File: config.mk
export PLATFORM = sky130hd
export DESIGN_NAME = line_follow_pid_steering
export DESIGN_NICKNAME = d
export VERILOG_FILES = /design/src/rtl/lfps_pkg.sv /design/src/rtl/line_follow_pid_steering.sv
export SDC_FILE = /design/constraint.sdc
export NUM_CORES = 2
export LEC_CHECK = 0
export ABC_AREA = 1
export BUFFER_PORTS_ARGS = -buffer_cell sky130_fd_sc_hd__buf_4
export CAP_MARGIN = 20
export CORE_MARGIN = 4
export CORE_UTILIZATION = 30
export CTS_BUF_LIST = sky130_fd_sc_hd__clkbuf_16
export CTS_CLUSTER_DIAMETER = 100
export DETAILED_ROUTE_END_ITERATION = 10
export PLACE_DENSITY = 0.57
export SKIP_LAST_GASP = 1
export SLEW_MARGIN = 20
export SYNTH_ARGS = -nofsm -noshare
export SYNTH_HDL_FRONTEND = slang
export SYNTH_SLANG_ARGS = --single-unit
export TNS_END_PERCENT = 50
File: constraint.sdc
create_clock -name clk_i -period 6.33 [get_ports clk_i]
set_clock_uncertainty 0.15 [all_clocks]
set_input_delay 0.3165 -clock clk_i [delete_from_list [all_inputs] [get_ports clk_i]]
set_output_delay 0.3165 -clock clk_i [all_outputs]
set_load 0.01 [all_outputs]
File: src/rtl/lfps_pkg.sv
// ----------------------------------------------------------------------------
// lfps_pkg
// Shared constants for the line follower PID steering block: field widths,
// register map codes and register reset values.
// ----------------------------------------------------------------------------
package lfps_pkg;

  // Default sizes of the sample fields and the integral accumulator
  localparam int unsigned SampleBitsDefault = 12;
  localparam int unsigned SumBitsDefault    = 24;

  // Fixed point format of the gains and the drive levels
  localparam int unsigned GainW    = 16;
  localparam int unsigned FracBits = 8;
  localparam int unsigned DriveW   = 8;
  localparam int unsigned DriveTop = 255 * (2 ** FracBits);

  // Configuration port
  localparam int unsigned AddrW  = 5;
  localparam int unsigned DataW  = 32;
  localparam int unsigned RegIdW = 3;

  localparam logic [RegIdW-1:0] RegGainP  = 3'd0;
  localparam logic [RegIdW-1:0] RegGainI  = 3'd1;
  localparam logic [RegIdW-1:0] RegGainD  = 3'd2;
  localparam logic [RegIdW-1:0] RegBase   = 3'd3;
  localparam logic [RegIdW-1:0] RegEnable = 3'd4;

  // Register reset values
  localparam logic signed [GainW-1:0] GainPReset = 16'sd128;
  localparam logic signed [GainW-1:0] GainIReset = 16'sd0;
  localparam logic signed [GainW-1:0] GainDReset = 16'sd26;
  localparam logic [DriveW-1:0]       BaseReset  = 8'd150;
  localparam logic                    EnableReset = 1'b1;

endpackage

File: src/rtl/line_follow_pid_steering.sv
// Pipeline: an accepted input item passes the error/integral stage, multiply stage
//   and sum and clamp stage registers before its result item is valid.
// Throughput: one item per cycle unless out_ready_i holds the output; the three gain
//   products are formed in parallel in one registered stage, so nothing loops back inside an item.
// Reset: rst_ni clears the pipeline valids, the stored error and the integral,
//   and loads the register defaults (gains 128/0/26, base 150, drive on).
// ----------------------------------------------------------------------------
// line_follow_pid_steering
// PID steering for a two sensor line follower. Forms the sensor error, a
// saturating integral and a derivative, weights them with signed 8.8 gains
// and splits the steering term into clamped left and right motor duties.
// ----------------------------------------------------------------------------
module line_follow_pid_steering
  import lfps_pkg::*;
#(
  parameter int unsigned SAMPLE_BITS = SampleBitsDefault,
  parameter int unsigned SUM_BITS    = SumBitsDefault
) (
  input  logic                          clk_i,
  input  logic                          rst_ni,

  // Configuration port
  input  logic                          psel,
  input  logic                          penable,
  input  logic                          pwrite,
  input  logic [AddrW-1:0]              paddr,
  input  logic [DataW-1:0]              pwdata,
  output logic [DataW-1:0]              prdata,
  output logic                          pready,

  // Sample input
  input  logic                          in_valid_i,
  output logic                          in_ready_o,
  input  logic [SAMPLE_BITS-1:0]        left_sample_i,
  input  logic [SAMPLE_BITS-1:0]        right_sample_i,

  // Drive output
  output logic                          out_valid_o,
  input  logic                          out_ready_i,
  output logic [DriveW-1:0]             left_drive_o,
  output logic [DriveW-1:0]             right_drive_o,
  output logic signed [SAMPLE_BITS:0]   tracking_error_o,
  output logic                          stopped_o
);

  localparam int unsigned ErrW    = SAMPLE_BITS + 1;
  localparam int unsigned DerivW  = ErrW + 1;
  localparam int unsigned ProdPW  = GainW + ErrW;
  localparam int unsigned ProdIW  = GainW + SUM_BITS;
  localparam int unsigned ProdDW  = GainW + DerivW;
  localparam int unsigned ProdMaxW = (ProdIW > ProdDW) ? ProdIW : ProdDW;
  localparam int unsigned SteerW  = ProdMaxW + 2;
  localparam int unsigned LevelW  = SteerW + 1;

  localparam logic signed [SUM_BITS-1:0] SumMax = {1'b0, {(SUM_BITS-1){1'b1}}};
  localparam logic signed [SUM_BITS-1:0] SumMin = {1'b1, {(SUM_BITS-1){1'b0}}};

  // --------------------------------------------------------------------------
  // Configuration registers
  // --------------------------------------------------------------------------
  logic signed [GainW-1:0] gain_p_q, gain_i_q, gain_d_q;
  logic [DriveW-1:0]       base_speed_q;
  logic                    drive_enable_q;
  logic                    cfg_write;
  logic [RegIdW-1:0]       reg_id;

  assign pready    = 1'b1;
  assign cfg_write = psel && penable && pwrite && pready;
  assign reg_id    = paddr[AddrW-1:2];

  // Write the addressed register; ignore unmapped addresses
  always_ff @(posedge clk_i or negedge rst_ni) begin
    if (!rst_ni) begin
      gain_p_q       <= GainPReset;
      gain_i_q       <= GainIReset;
      gain_d_q       <= GainDReset;
      base_speed_q   <= BaseReset;
      drive_enable_q <= EnableReset;
    end else if (cfg_write) begin
      unique case (reg_id)
        RegGainP:  gain_p_q       <= pwdata[GainW-1:0];
        RegGainI:  gain_i_q       <= pwdata[GainW-1:0];
        RegGainD:  gain_d_q       <= pwdata[GainW-1:0];
        RegBase:   base_speed_q   <= pwdata[DriveW-1:0];
        RegEnable: drive_enable_q <= pwdata[0];
        default: ;
      endcase
    end
  end

  // Read back the addressed register
  always_comb begin
    unique case (reg_id)
      RegGainP:  prdata = {{(DataW-GainW){1'b0}}, gain_p_q};
      RegGainI:  prdata = {{(DataW-GainW){1'b0}}, gain_i_q};
      RegGainD:  prdata = {{(DataW-GainW){1'b0}}, gain_d_q};
      RegBase:   prdata = {{(DataW-DriveW){1'b0}}, base_speed_q};
      RegEnable: prdata = {{(DataW-1){1'b0}}, drive_enable_q};
      default:   prdata = '0;
    endcase
  end

  // --------------------------------------------------------------------------
  // Pipeline flow control: each stage moves when the next one has room
  // --------------------------------------------------------------------------
  logic s1_valid_q, s2_valid_q, out_valid_q;
  logic s1_ready, s2_ready, s3_ready;
  logic in_fire;

  assign s3_ready   = !out_valid_q || out_ready_i;
  assign s2_ready   = !s2_valid_q || s3_ready;
  assign s1_ready   = !s1_valid_q || s2_ready;
  assign in_ready_o = s1_ready;
  assign in_fire    = in_valid_i && in_ready_o;

  always_ff @(posedge clk_i or negedge rst_ni) begin
    if (!rst_ni) begin
      s1_valid_q  <= 1'b0;
      s2_valid_q  <= 1'b0;
      out_valid_q <= 1'b0;
    end else begin
      if (s1_ready) s1_valid_q  <= in_valid_i;
      if (s2_ready) s2_valid_q  <= s1_valid_q;
      if (s3_ready) out_valid_q <= s2_valid_q;
    end
  end

  // --------------------------------------------------------------------------
  // Stage 1: error, saturating integral, derivative
  // --------------------------------------------------------------------------
  logic signed [ErrW-1:0]     err_w;
  logic        [SUM_BITS:0]   sum_wide;
  logic signed [SUM_BITS-1:0] error_sum_d, error_sum_q;
  logic signed [ErrW-1:0]     last_error_q;
  logic signed [DerivW-1:0]   deriv_w;
  logic signed [ErrW-1:0]     s1_err_q;
  logic signed [DerivW-1:0]   s1_deriv_q;
  logic signed [SUM_BITS-1:0] s1_sum_q;

  assign err_w    = $signed({1'b0, left_sample_i}) - $signed({1'b0, right_sample_i});
  assign sum_wide = {error_sum_q[SUM_BITS-1], error_sum_q}
                  + {{(SUM_BITS+1-ErrW){err_w[ErrW-1]}}, err_w};
  assign deriv_w  = {err_w[ErrW-1], err_w} - {last_error_q[ErrW-1], last_error_q};

  // Clip the integral at the signed limits when the add overflows
  always_comb begin
    if (sum_wide[SUM_BITS] != sum_wide[SUM_BITS-1]) begin
      error_sum_d = sum_wide[SUM_BITS] ? SumMin : SumMax;
    end else begin
      error_sum_d = sum_wide[SUM_BITS-1:0];
    end
  end

  // Update the controller state once per accepted item
  always_ff @(posedge clk_i or negedge rst_ni) begin
    if (!rst_ni) begin
      error_sum_q  <= '0;
      last_error_q <= '0;
    end else if (in_fire) begin
      error_sum_q  <= error_sum_d;
      last_error_q <= err_w;
    end
  end

  always_ff @(posedge clk_i) begin
    if (in_fire) begin
      s1_err_q   <= err_w;
      s1_deriv_q <= deriv_w;
      s1_sum_q   <= error_sum_d;
    end
  end

  // --------------------------------------------------------------------------
  // Stage 2: gain products
  // --------------------------------------------------------------------------
  logic signed [ProdPW-1:0] s2_prod_p_q;
  logic signed [ProdIW-1:0] s2_prod_i_q;
  logic signed [ProdDW-1:0] s2_prod_d_q;
  logic signed [ErrW-1:0]   s2_err_q;

  always_ff @(posedge clk_i) begin
    if (s1_valid_q && s2_ready) begin
      s2_prod_p_q <= gain_p_q * s1_err_q;
      s2_prod_i_q <= gain_i_q * s1_sum_q;
      s2_prod_d_q <= gain_d_q * s1_deriv_q;
      s2_err_q    <= s1_err_q;
    end
  end

  // --------------------------------------------------------------------------
  // Stage 3: steering sum, drive levels, clamp
  // --------------------------------------------------------------------------
  logic signed [SteerW-1:0] steer_w;
  logic signed [LevelW-1:0] base_fixed_w, left_level_w, right_level_w;
  logic [DriveW-1:0]        left_drive_q, right_drive_q;
  logic signed [ErrW-1:0]   tracking_error_q;
  logic                     stopped_q;

  // Clamp an 8.8 level to 0..255 and drop the fraction
  function automatic logic [DriveW-1:0] drive_clamp(logic signed [LevelW-1:0] level);
    logic [DriveW-1:0] duty;
    if (level <= $signed(LevelW'(0))) begin
      duty = '0;
    end else if (level >= $signed(LevelW'(DriveTop))) begin
      duty = {DriveW{1'b1}};
    end else begin
      duty = level[FracBits +: DriveW];
    end
    return duty;
  endfunction

  assign steer_w      = SteerW'(s2_prod_p_q) + SteerW'(s2_prod_i_q) + SteerW'(s2_prod_d_q);
  assign base_fixed_w = $signed(LevelW'({base_speed_q, {FracBits{1'b0}}}));
  assign left_level_w  = base_fixed_w - LevelW'(steer_w);
  assign right_level_w = base_fixed_w + LevelW'(steer_w);

  // Force both drives off when the drive is disabled
  always_ff @(posedge clk_i) begin
    if (s2_valid_q && s3_ready) begin
      left_drive_q     <= drive_enable_q ? drive_clamp(left_level_w)  : '0;
      right_drive_q    <= drive_enable_q ? drive_clamp(right_level_w) : '0;
      stopped_q        <= !drive_enable_q;
      tracking_error_q <= s2_err_q;
    end
  end

  assign out_valid_o      = out_valid_q;
  assign left_drive_o     = left_drive_q;
  assign right_drive_o    = right_drive_q;
  assign tracking_error_o = tracking_error_q;
  assign stopped_o        = stopped_q;

  // --------------------------------------------------------------------------
  // Assertions
  // --------------------------------------------------------------------------
  a_stopped_zero: assert property (@(posedge clk_i) disable iff (!rst_ni)
    out_valid_o && stopped_o |-> left_drive_o == '0 && right_drive_o == '0)
    else $error("stopped item carries a nonzero drive");

  a_sum_holds_max: assert property (@(posedge clk_i) disable iff (!rst_ni)
    in_fire && error_sum_q == SumMax && !err_w[ErrW-1] |=> error_sum_q == SumMax)
    else $error("integral left its upper limit on a nonnegative error");

  a_sum_holds_min: assert property (@(posedge clk_i) disable iff (!rst_ni)
    in_fire && error_sum_q == SumMin && err_w[ErrW-1] |=> error_sum_q == SumMin)
    else $error("integral left its lower limit on a negative error");

  a_last_error: assert property (@(posedge clk_i) disable iff (!rst_ni)
    in_fire |=> last_error_q == s1_err_q && s1_sum_q == error_sum_q)
    else $error("stored error or integral differs from the staged item");

  a_stall_full: assert property (@(posedge clk_i) disable iff (!rst_ni)
    !in_ready_o |-> s1_valid_q && s2_valid_q && out_valid_q && !out_ready_i)
    else $error("input stalled while the pipeline has room");

endmodule

Word-level counts from Yosys, hierarchy flattened
Cells that the tools add are included.
{"block": "op_classes", "n_bitwise": 1, "multipliers": 3, "order_cmp": 4, "n_addsub": 7, "eq_ne": 5, "shifts": 0, "muxes": 5, "reduce_logical": 20, "div_mod_pow": 0}
{"operator": "$ge 43x17->1 const B", "n": 2}
{"operator": "$le 43x1->1 const B", "n": 2}
{"operator": "$pmux 16 s5", "n": 1}
{"operator": "$mux 24", "n": 2}
{"operator": "$add 17x42->43", "n": 1}
{"operator": "$sub 17x42->43", "n": 1}
{"operator": "$add 41x30->42", "n": 1}
{"operator": "$add 29x40->41", "n": 1}
{"operator": "$mul 16x24->40", "n": 1}
{"operator": "$mul 16x14->30", "n": 1}
{"operator": "$mul 16x13->29", "n": 1}
{"operator": "$add 24x13->25", "n": 1}
{"operator": "$mux 8", "n": 2}
{"operator": "$sub 13x13->14", "n": 1}
{"operator": "$sub 12x12->13", "n": 1}
{"operator": "$reduce_and 2->1", "n": 5}
{"operator": "$eq 3x2->1 const B", "n": 2}
{"operator": "$logic_and 1x1->1", "n": 5}
{"operator": "$logic_not 1->1", "n": 4}
{"operator": "$reduce_or 2->1", "n": 2}
{"operator": "$eq 3x1->1 const B", "n": 1}
{"operator": "$eq 3x3->1 const B", "n": 1}
{"operator": "$logic_not 3->1", "n": 1}
{"operator": "$logic_or 1x1->1", "n": 3}
{"operator": "other kinds (2)", "n": 2}
{"block": "totals", "word_cells": 66, "latchBits": 0, "in_bits": 68, "reg_bits": 290, "rom_bits": 0, "memories": 0, "ram_bits": 0, "out_inout_bits": 65}

Logic depth before layout (Yosys ltp)
{"block": "logic_depth", "depth_word": 5, "mapped_depth": 33, "depth_no_buf": 33}

Least setup slack after synthesis
No wires, ideal clock.
{"block": "synth_timing", "path_kind": "reg-to-reg", "from": "register gain_p_q[7]", "to": "register s2_prod_p_q[25], data pin", "path_slack_ps": -145, "setup_time_ps": 265, "arrival_time_ps": 6060, "stages_incl_launch_ff": 26, "period_less_slack_ps": 6475, "required_time_ps": 5915, "path_buffers": 1, "path_cell_list": "dfstp_2 clkbuf_1 nand2_1 fa_1 inv_1 fa_1 fa_1 inv_1 fa_1 fa_1 inv_1 ha_1 ha_1 a21oi_1 nand2_1 nand2_1 nand2_1 a21oi_1 o21ai_0 a21boi_0 o21ai_0 a21boi_0 o21ai_0 a21boi_0 o21ai_0 xor2_1"}
{"block": "synth_between", "elab_chain_len": 1}
{"item": "start, declared", "line_no": "line_follow_pid_steering.sv:61", "text": "logic signed [GainW-1:0] gain_p_q, gain_i_q, gain_d_q;"}
{"item": "start signal, assigned", "line_no": "line_follow_pid_steering.sv:74", "text": "gain_p_q <= GainPReset;"}
{"item": "start signal, assigned", "line_no": "line_follow_pid_steering.sv:81", "text": "RegGainP: gain_p_q <= pwdata[GainW-1:0];"}
{"item": "$mul 16x13->29", "line_no": "line_follow_pid_steering.sv:183", "text": "s2_prod_p_q <= gain_p_q * s1_err_q;"}
{"item": "end signal, assigned", "line_no": "line_follow_pid_steering.sv:183"}
{"item": "end, declared", "line_no": "line_follow_pid_steering.sv:176", "text": "logic signed [ProdPW-1:0] s2_prod_p_q;"}
No other way between the ends.
A chain may end at the register's enable or synchronous reset.

Final worst setup path
{"block": "layout_timing", "from": "register gain_i_q[4]", "to": "register s2_prod_i_q[39], data pin"}
{"block": "layout_between", "elab_chain_len": 1}
{"item": "start, declared", "line_no": "line_follow_pid_steering.sv:61"}
{"item": "start signal, assigned", "line_no": "line_follow_pid_steering.sv:75", "text": "gain_i_q <= GainIReset;"}
{"item": "start signal, assigned", "line_no": "line_follow_pid_steering.sv:82", "text": "RegGainI: gain_i_q <= pwdata[GainW-1:0];"}
{"item": "$mul 16x24->40", "line_no": "line_follow_pid_steering.sv:184", "text": "s2_prod_i_q <= gain_i_q * s1_sum_q;"}
{"item": "end signal, assigned", "line_no": "line_follow_pid_steering.sv:184"}
{"item": "end, declared", "line_no": "line_follow_pid_steering.sv:177", "text": "logic signed [ProdIW-1:0] s2_prod_i_q;"}
No other way between the ends.

==> metrics <==
Crit path required time=6.47 ns; Die W=412.8 um; Post-Syn Area=0.04916 sq mm; post-synth top area cell=fa_1; Clk pin slew, worst setup/hold paths=0.07 ns; Vias/cell=approximately 4.5; First DRT Iteration DRCs=2488; clk root buf=clkbuf_16; final std cells w/o fill=8596; min cycle time layout=6.104 ns; mux share of post-synthesis cell area=0; io pins=133; flop and latch count out of synthesis=290; vias=38763; final hold vios=0; GRT Util Overall=0.1700; metal2 WL=64630 um; Worst Hold Class=input pin to flop; yosys warns=0; Critical Path Sink Type=flop; wl on met1=64960 um; Initial Util=0.3020; Post-Synth XOR/XNOR Area=0.03171; Routed WL=142600 um; Critical Path AT=~6.3 ns; Die Area=0.1704 sq mm; Max-slew headroom=0.3043; H-Tree Depth=2; first-pass GRT wire length=around 230000 um; critical path class=flop to flop; Nets=7638; Pre-Repair DR Iteration Count=5; Synth Area in Adders=0.4278; Max-cap violations=0; Crit Path Max Fanout=16; site row count=148; Most used DFF post-synth=edfxtp_1; remaining antenna violation count=1; top-area cell type share of the netlist area=0.3392; Synth cell types=55; Post-Syn Instances=6086; die span in y=412.8 um; syn avg cell area=8.077 sq um; met3 wire len=9396 um; Routed WL per cell=approximately 17 um; CTS tree=yes; failing checks=antenna rules; most common cell in the netlist=nand2_1; Port Buffers=between 90 and 100; fillers=roughly 17000; synth top area cells=fa_1, nand2_1, edfxtp_1, inv_1, ha_1; cts bufs inserted=36; Post-DP HPWL=123300 um; vias in the first global route=40459; placed insts=8487; CP startpoint kind=flop; setup TNS=0 ns; final worst-path cycle share=0.9643; Synth async-reset ratio=0.3345; pin count of the biggest net entering global routing=between 60 and 70; Setup violations, final=0; Worst-Margin Slew=1.041 ns; maximum buffer depth of the clock tree=3; top post-synthesis cells by count=nand2_1, inv_1, fa_1; largest family of logic cells by synthesized area=adder cells; CORE AREA=0.1628 sq mm; Compound-Gate Fraction of Synth Area=0.05256; gr ovfl total=0; Synth Area in Simple Gates=0.1896; highest routed layer=met5; RSZ-0062 raised after global routing=yes; Clk Latency, worst-skew pair=0.58 ns; DRC viols=0; sequential element share of the synthesized area=0.1675; status=finished, violations left; Max Clk Rate=approximately 160 MHz; Sink Count=between 200 and 300; Slew Viols, Final=0; Area growth syn-to-layout=15.36%; layout cell share with drive strength beyond 1=0.1181; EDFF count, synth=193; initial antenna violation count=7; RePlAce Congestion=0.9107
-- registers in the layout, indices dropped and copies added (netlist names), 14 cells and up --
| name | flops |
|---|---|
| gain_d_q | 16 |
| s2_prod_i_q | 40 |
| gain_i_q | 16 |
| s2_prod_p_q | 29 |
| s1_deriv_q | 14 |
| gain_p_q | 16 |
| error_sum_q | 24 |
| s2_prod_d_q | 30 |
| s1_sum_q | 24 |
-- routing by layer --
layer | GRT usage | up-vias
met4 | 0.03900 | 4
met2 | 0.2768 | 972
met5 | 0 | -
li1 | - | 18653
met1 | 0.2360 | 18991
met3 | 0.02979 | 143
-- placed cells by master, fill, tap and decap left out, drive strengths merged, types with 165 or more instances in the layout --
cell	netlist	final
nand2	1739	1739
inv	1484	1498
fa	833	833
buf	20	448
ha	348	348
nor2	266	266
edfxtp	193	193
a21oi	193	193
o21ai	170	170
nand3	165	165
-- area by class of cell --
cell class | instances | area (sq um) | area share
repair buffers | 453 | 3816 | 0.06730
clock buffers | 36 | 900.9 | 0.01589
multi-input cells | 4118 | 35120 | 0.6193
flip-flops and latches | 290 | 8249 | 0.1455
well taps | 2175 | 2721 | 0.04799
clock inverters | 29 | 295.3 | 0.005207
inverters | 1490 | 5595 | 0.09867
diodes | 5 | 12.51 | 0.0002206
-- metrics by stage --
step / hold slack, ns / util / cell area [sq um] / worst slack [ns]
after floorplan: -0.1291 / - / 49220 / 0.04556
after detailed placement: 0.2205 / 0.3354 / 54590 / -0.1375
final: 0.02829 / 0.3484 / 56710 / 0.2261
after global routing: 0.01365 / 0.3483 / 56690 / -0.03443
after CTS: 0.002068 / 0.3431 / 55850 / -0.03732
after global placement: 0.2175 / 0.3354 / 54590 / -0.1036
-- worst paths after layout --
check,from,slack [ns],endpoint,cells after the start
max reg2reg,gain_i_q[4],0.23,s2_prod_i_q[39],22
max,gain_i_q[4],0.23,s2_prod_i_q[39],22
min,pwdata[13],0.03,gain_p_q[13],3
min in group asynchronous,rst_ni,0.15,s1_valid_q,2
min reg2reg,s2_err_q[10],0.27,tracking_error_o[10],0
max in group asynchronous,rst_ni,4.43,gain_d_q[2],3
-- critical path: stages, from the launching register on --
cell and delay [ns]:
dfrtp_1 0.41, buf_12 0.17, buf_6 0.15, nand2_1 0.10
inv_1 0.09, fa_1 0.55, fa_1 0.47, buf_12 0.17
fa_1 0.47, inv_1 0.05, fa_1 0.56, fa_1 0.43
fa_1 0.51, inv_1 0.04, ha_1 0.30, buf_4 0.16
a21oi_1 0.13, o21ai_1 0.13, a21oi_1 0.21, o2111ai_2 0.19
nand3_1 0.15, nand2_1 0.09, xor2_2 0.16
-- logic make-up (layout without fill, tap and decap cells) --
family	count (synthesis)	count (layout)
adders and majority gates	1181	1181
other	2	22
AOI/OAI and AO/OA	459	459
and+or+nand+nor	2283	2283
buffers and inverters	1693	2008
xor gates and xnor gates	178	178
DFF	290	290
-- repair_timing --
| action | CTS | global route |
|---|---|---|
| resized for setup | 9 | 129 |
| hold endpoints to repair | 43 | 0 |
| endpoints found under the setup margin | 10 | 34 |
| setup buffers | 1 | 33 |
| pin swaps | 0 | 48 |
| hold buffers | 4 | 0 |
Power is not shown: default switching activity piles up to over one toggle a cycle in this logic, so the estimate is an artifact.
